`config.mk`:
```
export PLATFORM = sky130hd
export DESIGN_NAME = sleep_alarm_arbiter_top
export DESIGN_NICKNAME = d
export VERILOG_FILES = /design/src/rtl/core/sa_arb_pkg.sv /design/src/rtl/core/sa_arb_cfg.sv /design/src/rtl/core/sa_arb_core.sv /design/src/rtl/core/sleep_alarm_arbiter_top.sv
export VERILOG_INCLUDE_DIRS = /design/src /design/src/rtl/core
export SDC_FILE = /design/constraint.sdc
export NUM_CORES = 1
export LEC_CHECK = 0
export ABC_AREA = 0
export BUFFER_PORTS_ARGS = -buffer_cell sky130_fd_sc_hd__buf_2
export CAP_MARGIN = 20
export CORE_MARGIN = 3
export CORE_UTILIZATION = 40
export DETAILED_ROUTE_END_ITERATION = 12
export GPL_ROUTABILITY_DRIVEN = 0
export GPL_TIMING_DRIVEN = 0
export PLACE_DENSITY = 0.57
export SLEW_MARGIN = 5
export SYNTH_ARGS = -nofsm -noshare
export SYNTH_HDL_FRONTEND = slang
export SYNTH_HIERARCHICAL = 1
export SYNTH_SLANG_ARGS = --single-unit
```
`constraint.sdc`:
```
create_clock -name aclk -period 12.5 [get_ports aclk]
set_clock_uncertainty 0.15 [all_clocks]
set_input_delay 0.625 -clock aclk [delete_from_list [all_inputs] [get_ports aclk]]
set_output_delay 0.625 -clock aclk [all_outputs]
set_load 0.05 [all_outputs]
```
`src/rtl/core/sleep_alarm_arbiter_top_defines.svh`:
```
// Assertion macros used by the sleep alarm arbiter core.
`ifndef SLEEP_ALARM_ARBITER_TOP_DEFINES_SVH
`define SLEEP_ALARM_ARBITER_TOP_DEFINES_SVH

// Same-cycle implication, checked on aclk outside of reset.
`define SA_ASSERT_IMP(label, ante, cons, msg) \
    label: assert property (@(posedge aclk) disable iff (!aresetn) (ante) |-> (cons)) \
        else $error(msg);

// Next-cycle implication, checked on aclk outside of reset.
`define SA_ASSERT_NXT(label, ante, cons, msg) \
    label: assert property (@(posedge aclk) disable iff (!aresetn) (ante) |=> (cons)) \
        else $error(msg);

`endif

```
`src/rtl/core/sa_arb_pkg.sv`:
```
// Types, constants and register map of the sleep alarm arbiter.
package sa_arb_pkg;

    localparam int unsigned REFIRE_GUARD_S = 60;

    localparam logic [11:0] HZ_HIGH     = 12'd2400;
    localparam logic [11:0] HZ_LOW      = 12'd1800;
    localparam logic [31:0] DUR_HIGH_MS = 32'd4000;
    localparam logic [31:0] DUR_LOW_MS  = 32'd3000;
    localparam logic [15:0] SPO2_NONE   = 16'hFFFF;
    localparam logic [9:0]  MS_PER_S    = 10'd1000;

    localparam int unsigned IN_DATA_W  = 104;
    localparam int unsigned OUT_DATA_W = 16;
    localparam int unsigned ADDR_W     = 5;

    typedef enum logic [2:0] {
        REG_ALARM_EN   = 3'd0,
        REG_DAY_MASK   = 3'd1,
        REG_WIN_START  = 3'd2,
        REG_WIN_END    = 3'd3,
        REG_SPO2_LIMIT = 3'd4,
        REG_SPO2_SUST  = 3'd5
    } reg_idx_t;

    typedef enum logic [1:0] {
        FIRE_NONE  = 2'd0,
        FIRE_SMART = 2'd1,
        FIRE_SPO2  = 2'd2
    } fire_t;

    typedef struct packed {
        logic        alarm_enable;
        logic [6:0]  day_mask;
        logic [10:0] window_start_min;
        logic [10:0] window_end_min;
        logic [9:0]  spo2_low_limit;
        logic [11:0] spo2_sustain_s;
    } cfg_t;

    typedef struct packed {
        logic [31:0] now_ms;
        logic [31:0] epoch_s;
        logic [2:0]  week_day;
        logic [10:0] minute_of_day;
        logic        session_active;
        logic        light_or_awake;
        logic [15:0] spo2_tenths;
        logic        motion_flag;
        logic        no_finger;
    } tick_t;

    typedef struct packed {
        logic        buzzer_on;
        logic [11:0] tone_hz;
        logic [1:0]  fire_event;
    } result_t;

endpackage

```
`src/rtl/core/sa_arb_cfg.sv`:
```
// APB register file holding the alarm window and SpO2 settings.
module sa_arb_cfg
    import sa_arb_pkg::*;
(
    input  logic              aclk,
    input  logic              aresetn,
    input  logic              psel,
    input  logic              penable,
    input  logic              pwrite,
    input  logic [ADDR_W-1:0] paddr,
    input  logic [31:0]       pwdata,
    output logic [31:0]       prdata,
    output logic              pready,
    output cfg_t              cfg
);

    cfg_t     cfg_reg;
    cfg_t     cfg_next;
    reg_idx_t idx;
    logic     wr_en;

    assign pready = 1'b1;
    assign idx    = reg_idx_t'(paddr[ADDR_W-1:2]);
    assign wr_en  = psel && penable && pwrite && pready;
    assign cfg    = cfg_reg;

    always_comb begin
        cfg_next = cfg_reg;
        if (wr_en) begin
            case (idx)
                REG_ALARM_EN:   cfg_next.alarm_enable     = pwdata[0];
                REG_DAY_MASK:   cfg_next.day_mask         = pwdata[6:0];
                REG_WIN_START:  cfg_next.window_start_min = pwdata[10:0];
                REG_WIN_END:    cfg_next.window_end_min   = pwdata[10:0];
                REG_SPO2_LIMIT: cfg_next.spo2_low_limit   = pwdata[9:0];
                REG_SPO2_SUST:  cfg_next.spo2_sustain_s   = pwdata[11:0];
                default: ;
            endcase
        end
    end

    always_comb begin
        case (idx)
            REG_ALARM_EN:   prdata = {31'd0, cfg_reg.alarm_enable};
            REG_DAY_MASK:   prdata = {25'd0, cfg_reg.day_mask};
            REG_WIN_START:  prdata = {21'd0, cfg_reg.window_start_min};
            REG_WIN_END:    prdata = {21'd0, cfg_reg.window_end_min};
            REG_SPO2_LIMIT: prdata = {22'd0, cfg_reg.spo2_low_limit};
            REG_SPO2_SUST:  prdata = {20'd0, cfg_reg.spo2_sustain_s};
            default:        prdata = 32'd0;
        endcase
    end

    always_ff @(posedge aclk) begin
        if (!aresetn) begin
            cfg_reg.alarm_enable     <= 1'b0;
            cfg_reg.day_mask         <= 7'd0;
            cfg_reg.window_start_min <= 11'd390;
            cfg_reg.window_end_min   <= 11'd420;
            cfg_reg.spo2_low_limit   <= 10'd900;
            cfg_reg.spo2_sustain_s   <= 12'd30;
        end else begin
            cfg_reg <= cfg_next;
        end
    end

endmodule

```
`src/rtl/core/sa_arb_core.sv`:
```
// Alarm decision logic and the tone, refire and breach state it keeps.
`include "sleep_alarm_arbiter_top_defines.svh"

module sa_arb_core
    import sa_arb_pkg::*;
(
    input  logic    aclk,
    input  logic    aresetn,
    input  logic    step_en,
    input  cfg_t    cfg,
    input  tick_t   tick,
    output result_t result
);

    logic        tone_active_reg, tone_active_next;
    logic [31:0] tone_end_ms_reg, tone_end_ms_next;
    logic        tone_is_high_reg, tone_is_high_next;
    logic [31:0] last_fire_epoch_reg, last_fire_epoch_next;
    logic        breach_valid_reg, breach_valid_next;
    logic [31:0] breach_start_ms_reg, breach_start_ms_next;

    logic [31:0] tone_left;
    logic        tone_still;
    logic [7:0]  mask_ext;
    logic        day_ok;
    logic [31:0] since_fire;
    logic        guard_ok;
    logic        smart_fire;
    logic        breach_cond;
    logic [31:0] start_eff;
    logic [31:0] elapsed;
    logic [21:0] sustain_ms;
    logic        low_fire;
    fire_t       event_code;

    // A tone keeps sounding while now is still behind its end time (signed compare).
    assign tone_left  = tick.now_ms - tone_end_ms_reg;
    assign tone_still = tone_active_reg && tone_left[31];

    // Weekday 7 reads the padding bit, so only an all-zero mask allows it.
    assign mask_ext = {1'b0, cfg.day_mask};
    assign day_ok   = (cfg.day_mask == 7'd0) || mask_ext[tick.week_day];

    assign since_fire = tick.epoch_s - last_fire_epoch_reg;
    assign guard_ok   = since_fire > 32'(REFIRE_GUARD_S);

    assign smart_fire = tick.session_active && cfg.alarm_enable && (tick.epoch_s != 32'd0)
                     && day_ok && (tick.minute_of_day >= cfg.window_start_min)
                     && (tick.minute_of_day < cfg.window_end_min)
                     && guard_ok && tick.light_or_awake;

    assign breach_cond = (tick.spo2_tenths != SPO2_NONE)
                      && (tick.spo2_tenths < {6'd0, cfg.spo2_low_limit})
                      && !tick.motion_flag && !tick.no_finger;

    assign start_eff  = breach_valid_reg ? breach_start_ms_reg : tick.now_ms;
    assign elapsed    = tick.now_ms - start_eff;
    assign sustain_ms = 22'(cfg.spo2_sustain_s) * 22'(MS_PER_S);

    // A smart fire wins over an SpO2 fire in the same tick; both move the last fire epoch to now.
    assign low_fire = breach_cond && (elapsed >= {10'd0, sustain_ms}) && guard_ok
                   && !smart_fire;

    always_comb begin
        tone_active_next     = tone_still;
        tone_end_ms_next     = tone_end_ms_reg;
        tone_is_high_next    = tone_is_high_reg;
        last_fire_epoch_next = last_fire_epoch_reg;
        breach_valid_next    = breach_cond;
        breach_start_ms_next = breach_start_ms_reg;
        event_code           = FIRE_NONE;
        if (breach_cond && !breach_valid_reg) begin
            breach_start_ms_next = tick.now_ms;
        end
        if (smart_fire) begin
            tone_active_next     = 1'b1;
            tone_is_high_next    = 1'b1;
            tone_end_ms_next     = tick.now_ms + DUR_HIGH_MS;
            last_fire_epoch_next = tick.epoch_s;
            event_code           = FIRE_SMART;
        end else if (low_fire) begin
            tone_active_next     = 1'b1;
            tone_is_high_next    = 1'b0;
            tone_end_ms_next     = tick.now_ms + DUR_LOW_MS;
            last_fire_epoch_next = tick.epoch_s;
            event_code           = FIRE_SPO2;
        end
    end

    assign result.buzzer_on  = tone_active_next;
    assign result.tone_hz    = tone_active_next ? (tone_is_high_next ? HZ_HIGH : HZ_LOW)
                                                : 12'd0;
    assign result.fire_event = event_code;

    always_ff @(posedge aclk) begin
        if (!aresetn) begin
            tone_active_reg     <= 1'b0;
            tone_end_ms_reg     <= 32'd0;
            tone_is_high_reg    <= 1'b0;
            last_fire_epoch_reg <= 32'd0;
            breach_valid_reg    <= 1'b0;
            breach_start_ms_reg <= 32'd0;
        end else if (step_en) begin
            tone_active_reg     <= tone_active_next;
            tone_end_ms_reg     <= tone_end_ms_next;
            tone_is_high_reg    <= tone_is_high_next;
            last_fire_epoch_reg <= last_fire_epoch_next;
            breach_valid_reg    <= breach_valid_next;
            breach_start_ms_reg <= breach_start_ms_next;
        end
    end

    `SA_ASSERT_IMP(a_one_alarm, step_en, !(smart_fire && low_fire), "two alarms fired in one tick")
    `SA_ASSERT_NXT(a_smart_tone, step_en && smart_fire, tone_active_reg && tone_is_high_reg,
        "smart alarm did not start the high tone")
    `SA_ASSERT_NXT(a_low_tone, step_en && low_fire, tone_active_reg && !tone_is_high_reg,
        "SpO2 alarm did not start the low tone")
    `SA_ASSERT_NXT(a_epoch_hold, !(step_en && (smart_fire || low_fire)),
        $stable(last_fire_epoch_reg), "last fire epoch moved without a fire")

endmodule

```
`src/rtl/core/sleep_alarm_arbiter_top.sv`:
```
// Sleep alarm arbiter: tick stream in, buzzer status stream out, APB settings.
//
// The s_axis channel carries one tick word per cycle at most; the m_axis channel
// returns exactly one status word per tick, in order. The APB port holds six
// settings registers at byte addresses 0, 4, ... 20 and answers with no wait state.
// An accepted tick is captured in an input register; when the output register is
// empty or being taken, the decision logic updates the tone, refire and breach
// state and loads the output register. Throughput is one tick per cycle while
// m_axis_tready stays high; the state update of one tick is seen by the tick behind it.
// When the receiver holds m_axis_tready low, the output register and then the
// input register hold their words and s_axis_tready drops; nothing is lost.
// A synchronous active-low reset empties both registers, silences the tone,
// drops any running SpO2 breach and restores the settings to their reset values.
// Settings are to be written only while no tick is in flight.
module sleep_alarm_arbiter_top
    import sa_arb_pkg::*;
(
    input  logic                  aclk,
    input  logic                  aresetn,
    input  logic                  s_axis_tvalid,
    output logic                  s_axis_tready,
    // now_ms[31:0], epoch_s[63:32], week_day[66:64], minute_of_day[77:67],
    // session_active[78], light_or_awake[79], spo2_tenths[95:80],
    // motion_flag[96], no_finger[97], zero fill [103:98]
    input  logic [IN_DATA_W-1:0]  s_axis_tdata,
    output logic                  m_axis_tvalid,
    input  logic                  m_axis_tready,
    // buzzer_on[0], tone_hz[12:1], fire_event[14:13], zero fill [15]
    output logic [OUT_DATA_W-1:0] m_axis_tdata,
    input  logic                  psel,
    input  logic                  penable,
    input  logic                  pwrite,
    input  logic [ADDR_W-1:0]     paddr,
    input  logic [31:0]           pwdata,
    output logic [31:0]           prdata,
    output logic                  pready
);

    cfg_t    cfg;
    tick_t   tick_reg;
    logic    in_valid_reg;
    result_t res;
    result_t out_reg;
    logic    out_valid_reg;
    logic    advance;
    logic    step_en;
    logic    in_take;

    // The result stage moves whenever the output word is empty or being taken.
    assign advance       = !out_valid_reg || m_axis_tready;
    assign step_en       = in_valid_reg && advance;
    assign s_axis_tready = !in_valid_reg || advance;
    assign in_take       = s_axis_tvalid && s_axis_tready;

    sa_arb_cfg u_cfg (
        .aclk    (aclk),
        .aresetn (aresetn),
        .psel    (psel),
        .penable (penable),
        .pwrite  (pwrite),
        .paddr   (paddr),
        .pwdata  (pwdata),
        .prdata  (prdata),
        .pready  (pready),
        .cfg     (cfg)
    );

    sa_arb_core u_core (
        .aclk    (aclk),
        .aresetn (aresetn),
        .step_en (step_en),
        .cfg     (cfg),
        .tick    (tick_reg),
        .result  (res)
    );

    always_ff @(posedge aclk) begin
        if (!aresetn) begin
            in_valid_reg  <= 1'b0;
            out_valid_reg <= 1'b0;
        end else begin
            if (s_axis_tready) begin
                in_valid_reg <= s_axis_tvalid;
            end
            if (advance) begin
                out_valid_reg <= in_valid_reg;
            end
        end
    end

    always_ff @(posedge aclk) begin
        if (in_take) begin
            tick_reg.now_ms         <= s_axis_tdata[31:0];
            tick_reg.epoch_s        <= s_axis_tdata[63:32];
            tick_reg.week_day       <= s_axis_tdata[66:64];
            tick_reg.minute_of_day  <= s_axis_tdata[77:67];
            tick_reg.session_active <= s_axis_tdata[78];
            tick_reg.light_or_awake <= s_axis_tdata[79];
            tick_reg.spo2_tenths    <= s_axis_tdata[95:80];
            tick_reg.motion_flag    <= s_axis_tdata[96];
            tick_reg.no_finger      <= s_axis_tdata[97];
        end
        if (step_en) begin
            out_reg <= res;
        end
    end

    assign m_axis_tvalid = out_valid_reg;
    assign m_axis_tdata  = {1'b0, out_reg.fire_event, out_reg.tone_hz, out_reg.buzzer_on};

endmodule
```
==> impl_metrics.py <==
metrics = {
    "outcome": {
        "status": "complete, no violations",
    },
    "synth": {
        "yosysTopAreaCell": "edfxtp_1",
        "ys_seq_area_share_pct": 34.2,
        "synth_edf_count": 113,
        "ys_top_cells_by_area": "edfxtp_1 (18%), dfxtp_1 (16%), ha_1 (12%)",
        "ys_async_sr_fraction_pct": 0,
        "yosys_register_bits": 266,
        "synthDistinctLibCells": 90,
        "synth_commonest_cells": "inv_1 (205), ha_1 (188), dfxtp_1 (153), mux2i_1 (148), a21oi_1 (126)",
        "synth_top_cell_area_share_pct": 18.0,
        "avgSynthCellArea_um2": 9.47,
        "ys.warnings.count": 6,
        "synth.most_common_cell": "inv_1",
        "syn_area_um2": 18900,
        "ys.flop_type": "dfxtp_1",
        "synth_cells": 1996,
    },
    "critical_path": {
        "cp.arrival_ps": 8310,
        "cp_slowest_stage_delay_ps": 550,
        "crit_type": "flip-flop to flip-flop",
        "cpMaxStageDelayCell": "dfxtp_1",
        "timing.critical_path.mode_cell": "o21ai_0",
        "path_max_fanout": 10,
        "cp_data_required_time_ps": 12790,
        "endpoint_kind": "flip-flop",
        "start_kind": "flip-flop",
    },
    "floorplanning": {
        "core_area_um2": 46700,
        "initial_utilization_pct": 40.5,
        "die_w_um": 223,
        "dieArea_um2": 49900,
        "die_h_um": 223,
        "pin_count": 199,
        "rows": 79,
    },
    "clock_tree": {
        "cts_resized": 0,
        "cts_tree": "built",
        "cts_sinks": 266,
        "htree_num_levels": 1,
        "clk_pin_slew_worst_paths_ps": 60,
        "cts_root_buf": "clkbuf_16",
        "clock_latency_ps": 580,
        "holdBufCountCts": 0,
        "clockBufferDepth": 3,
        "cts_buffers": 31,
        "postCtsSetupRepairBufs": 0,
    },
    "finish": {
        "area_delta_synth_final_pct": 14.1,
        "largest_reg_flops": 98,
        "stdcell_count": 2834,
        "nNetsFinal": 2579,
        "drive_gt1_share_pct": 13.3,
        "antenna_cells": 0,
    },
    "route": {
        "wire_per_inst_um": 17.5,
        "vias": 15200,
        "drt_iter0_drc": 991,
        "vias_per_cell": 5.35,
        "route.detailed.drc": 0,
        "dr.pass1.iters": 5,
        "drtAntennaViolNets": 0,
        "routed_wirelength_um": 49700,
    },
    "global_routing": {
        "grt_pass1_vias": 14800,
        "antenna_found_initial": 1,
        "grt_overflow_total": 0,
        "gr-usage-all-layers_pct": 19.5,
        "grt_pass1_wl_um": 78900,
        "grt_start_max_net_pins": 31,
    },
    "timing": {
        "fmax_mhz": 125,
        "final_max_slew_viol_count": 0,
        "finalSetupViolations": 0,
        "rsz0062_at_grt": "false",
        "slew_headroom_pct": 33.5,
        "period_minus_slack_ps": 8020,
        "fin_setup_tns_ps": 0,
        "hold_viol_final": 0,
        "finalCritPeriodShare_pct": 64.1,
        "worst_pin_slew_ps": 996,
    },
    "power_and_ir_drop": {
        "peakVddDrop_v": 0.0000997,
        "p_leak_uw": 0.00918,
        "p_per_area_nw_per_um2": 104,
    },
    "flow_run": {
        "cap_viol_max_count": 0,
    },
    "worst_hold_path": {
        "holdCritPathClass": "primary input to flip-flop",
    },
    "place": {
        "hpwl_um": 39100,
        "port_buffers": 146,
        "dp.cells": 2777,
    },
}
## through the flow
| stage | power [uW] | util, % | setup slack (ps) | instance area, um^2 | hold WS [ps] |
|---|---|---|---|---|---|
| after CTS | 2280 | 46.2 | 4470 | 21600 | 27.4 |
| after floorplan | 1290 | - | 5600 | 19000 | 294 |
| after global routing | 2370 | 46.2 | 3880 | 21600 | 43.9 |
| after detailed placement | 1410 | 44.2 | 4460 | 20600 | 312 |
| final | 2250 | 46.2 | 4480 | 21600 | 64.4 |
| after global placement | 1400 | 43.9 | 4010 | 20500 | 310 |
## critical path: cells and delay by family, from the launching register on
| kind | cells | cell delay (ps) |
|---|---|---|
| compound gates | 13 | 2290 |
| xor+xnor | 1 | 180 |
| fa+ha+maj | 6 | 2550 |
| buf+inv | 4 | 530 |
| flops | 1 | 550 |
| simple gates | 7 | 1640 |
## cells by family after synthesis
group | Yosys count | share of synthesized area [%]
other cells | 4 | 0.0794
compound gates | 462 | 15.8
mux | 157 | 8.43
buf+inv | 318 | 7.49
xor+xnor | 79 | 3.66
simple gates | 482 | 13.7
fa+ha+maj | 228 | 16.7
flops | 266 | 34.2
## final cells by class
class	count	area (um^2)
Inverter	205	769
Clock inverter	16	92.6
Fill cell	4492	25100
Clock buffer	41	875
Multi-Input combinational cell	1435	11100
Timing Repair Buffer	151	841
Buffer	113	646
Tap cell	607	759
Sequential cell	266	6460
## per-layer routing
metal	GRT usage, %	vias to the layer above	wire length, um
li1	-	7462	-
met1	26.8	7146	22700
met2	32.5	457	23000
met3	2.41	92	2610
met4	5.24	2	1390
met5	0	-	14
## power by group
| part | internal (uW) | switching, uW | total, uW |
|---|---|---|---|
| registers | 932 | 27.7 | 960 |
| logic | 177 | 257 | 434 |
| clock network | 491 | 368 | 859 |
| total | 1600 | 653 | 2250 |
## path summary, 6_finish.rpt
| check | from | end | slack, ps | cells after the start |
|---|---|---|---|---|
| worst max register to register | u_cfg/cfg[0]$_SDFFE_PN0P_ | u_core/tone_end_ms_reg[8]$_SDFFE_PN0P_ | 4480 | 31 |
| worst max-delay path | u_cfg/cfg[0]$_SDFFE_PN0P_ | u_core/tone_end_ms_reg[8]$_SDFFE_PN0P_ | 4480 | 31 |
| worst min-delay path | s_axis_tdata[51] | tick_reg[53]$_DFFE_PP_ | 60 | 1 |
| worst min register to register | u_core/tone_end_ms_reg[12]$_SDFFE_PN0P_ | u_core/tone_end_ms_reg[12]$_SDFFE_PN0P_ | 320 | 2 |
## cell usage in the layout, fill, tap and decap left out, types with 13 or more instances in the layout
master,n
a211oi_1,13
a21o_1,46
a21oi_1,125
a221oi_1,14
a31oi_1,14
and3_1,15
buf_2,152
buf_4,41
clkbuf_1,56
clkbuf_16,32
conb_1,27
dfxtp_1,153
edfxtp_1,113
fa_1,40
ha_1,188
inv_1,205
mux2i_1,148
nand2_1,123
nand2b_1,24
nand3_1,31
nand4_1,28
nor2_1,70
nor2b_1,83
nor3_1,31
nor4_1,18
o211ai_1,20
o21a_1,28
o21ai_0,103
xnor2_1,60
xor2_1,19
(Power assumes the default switching activity.)
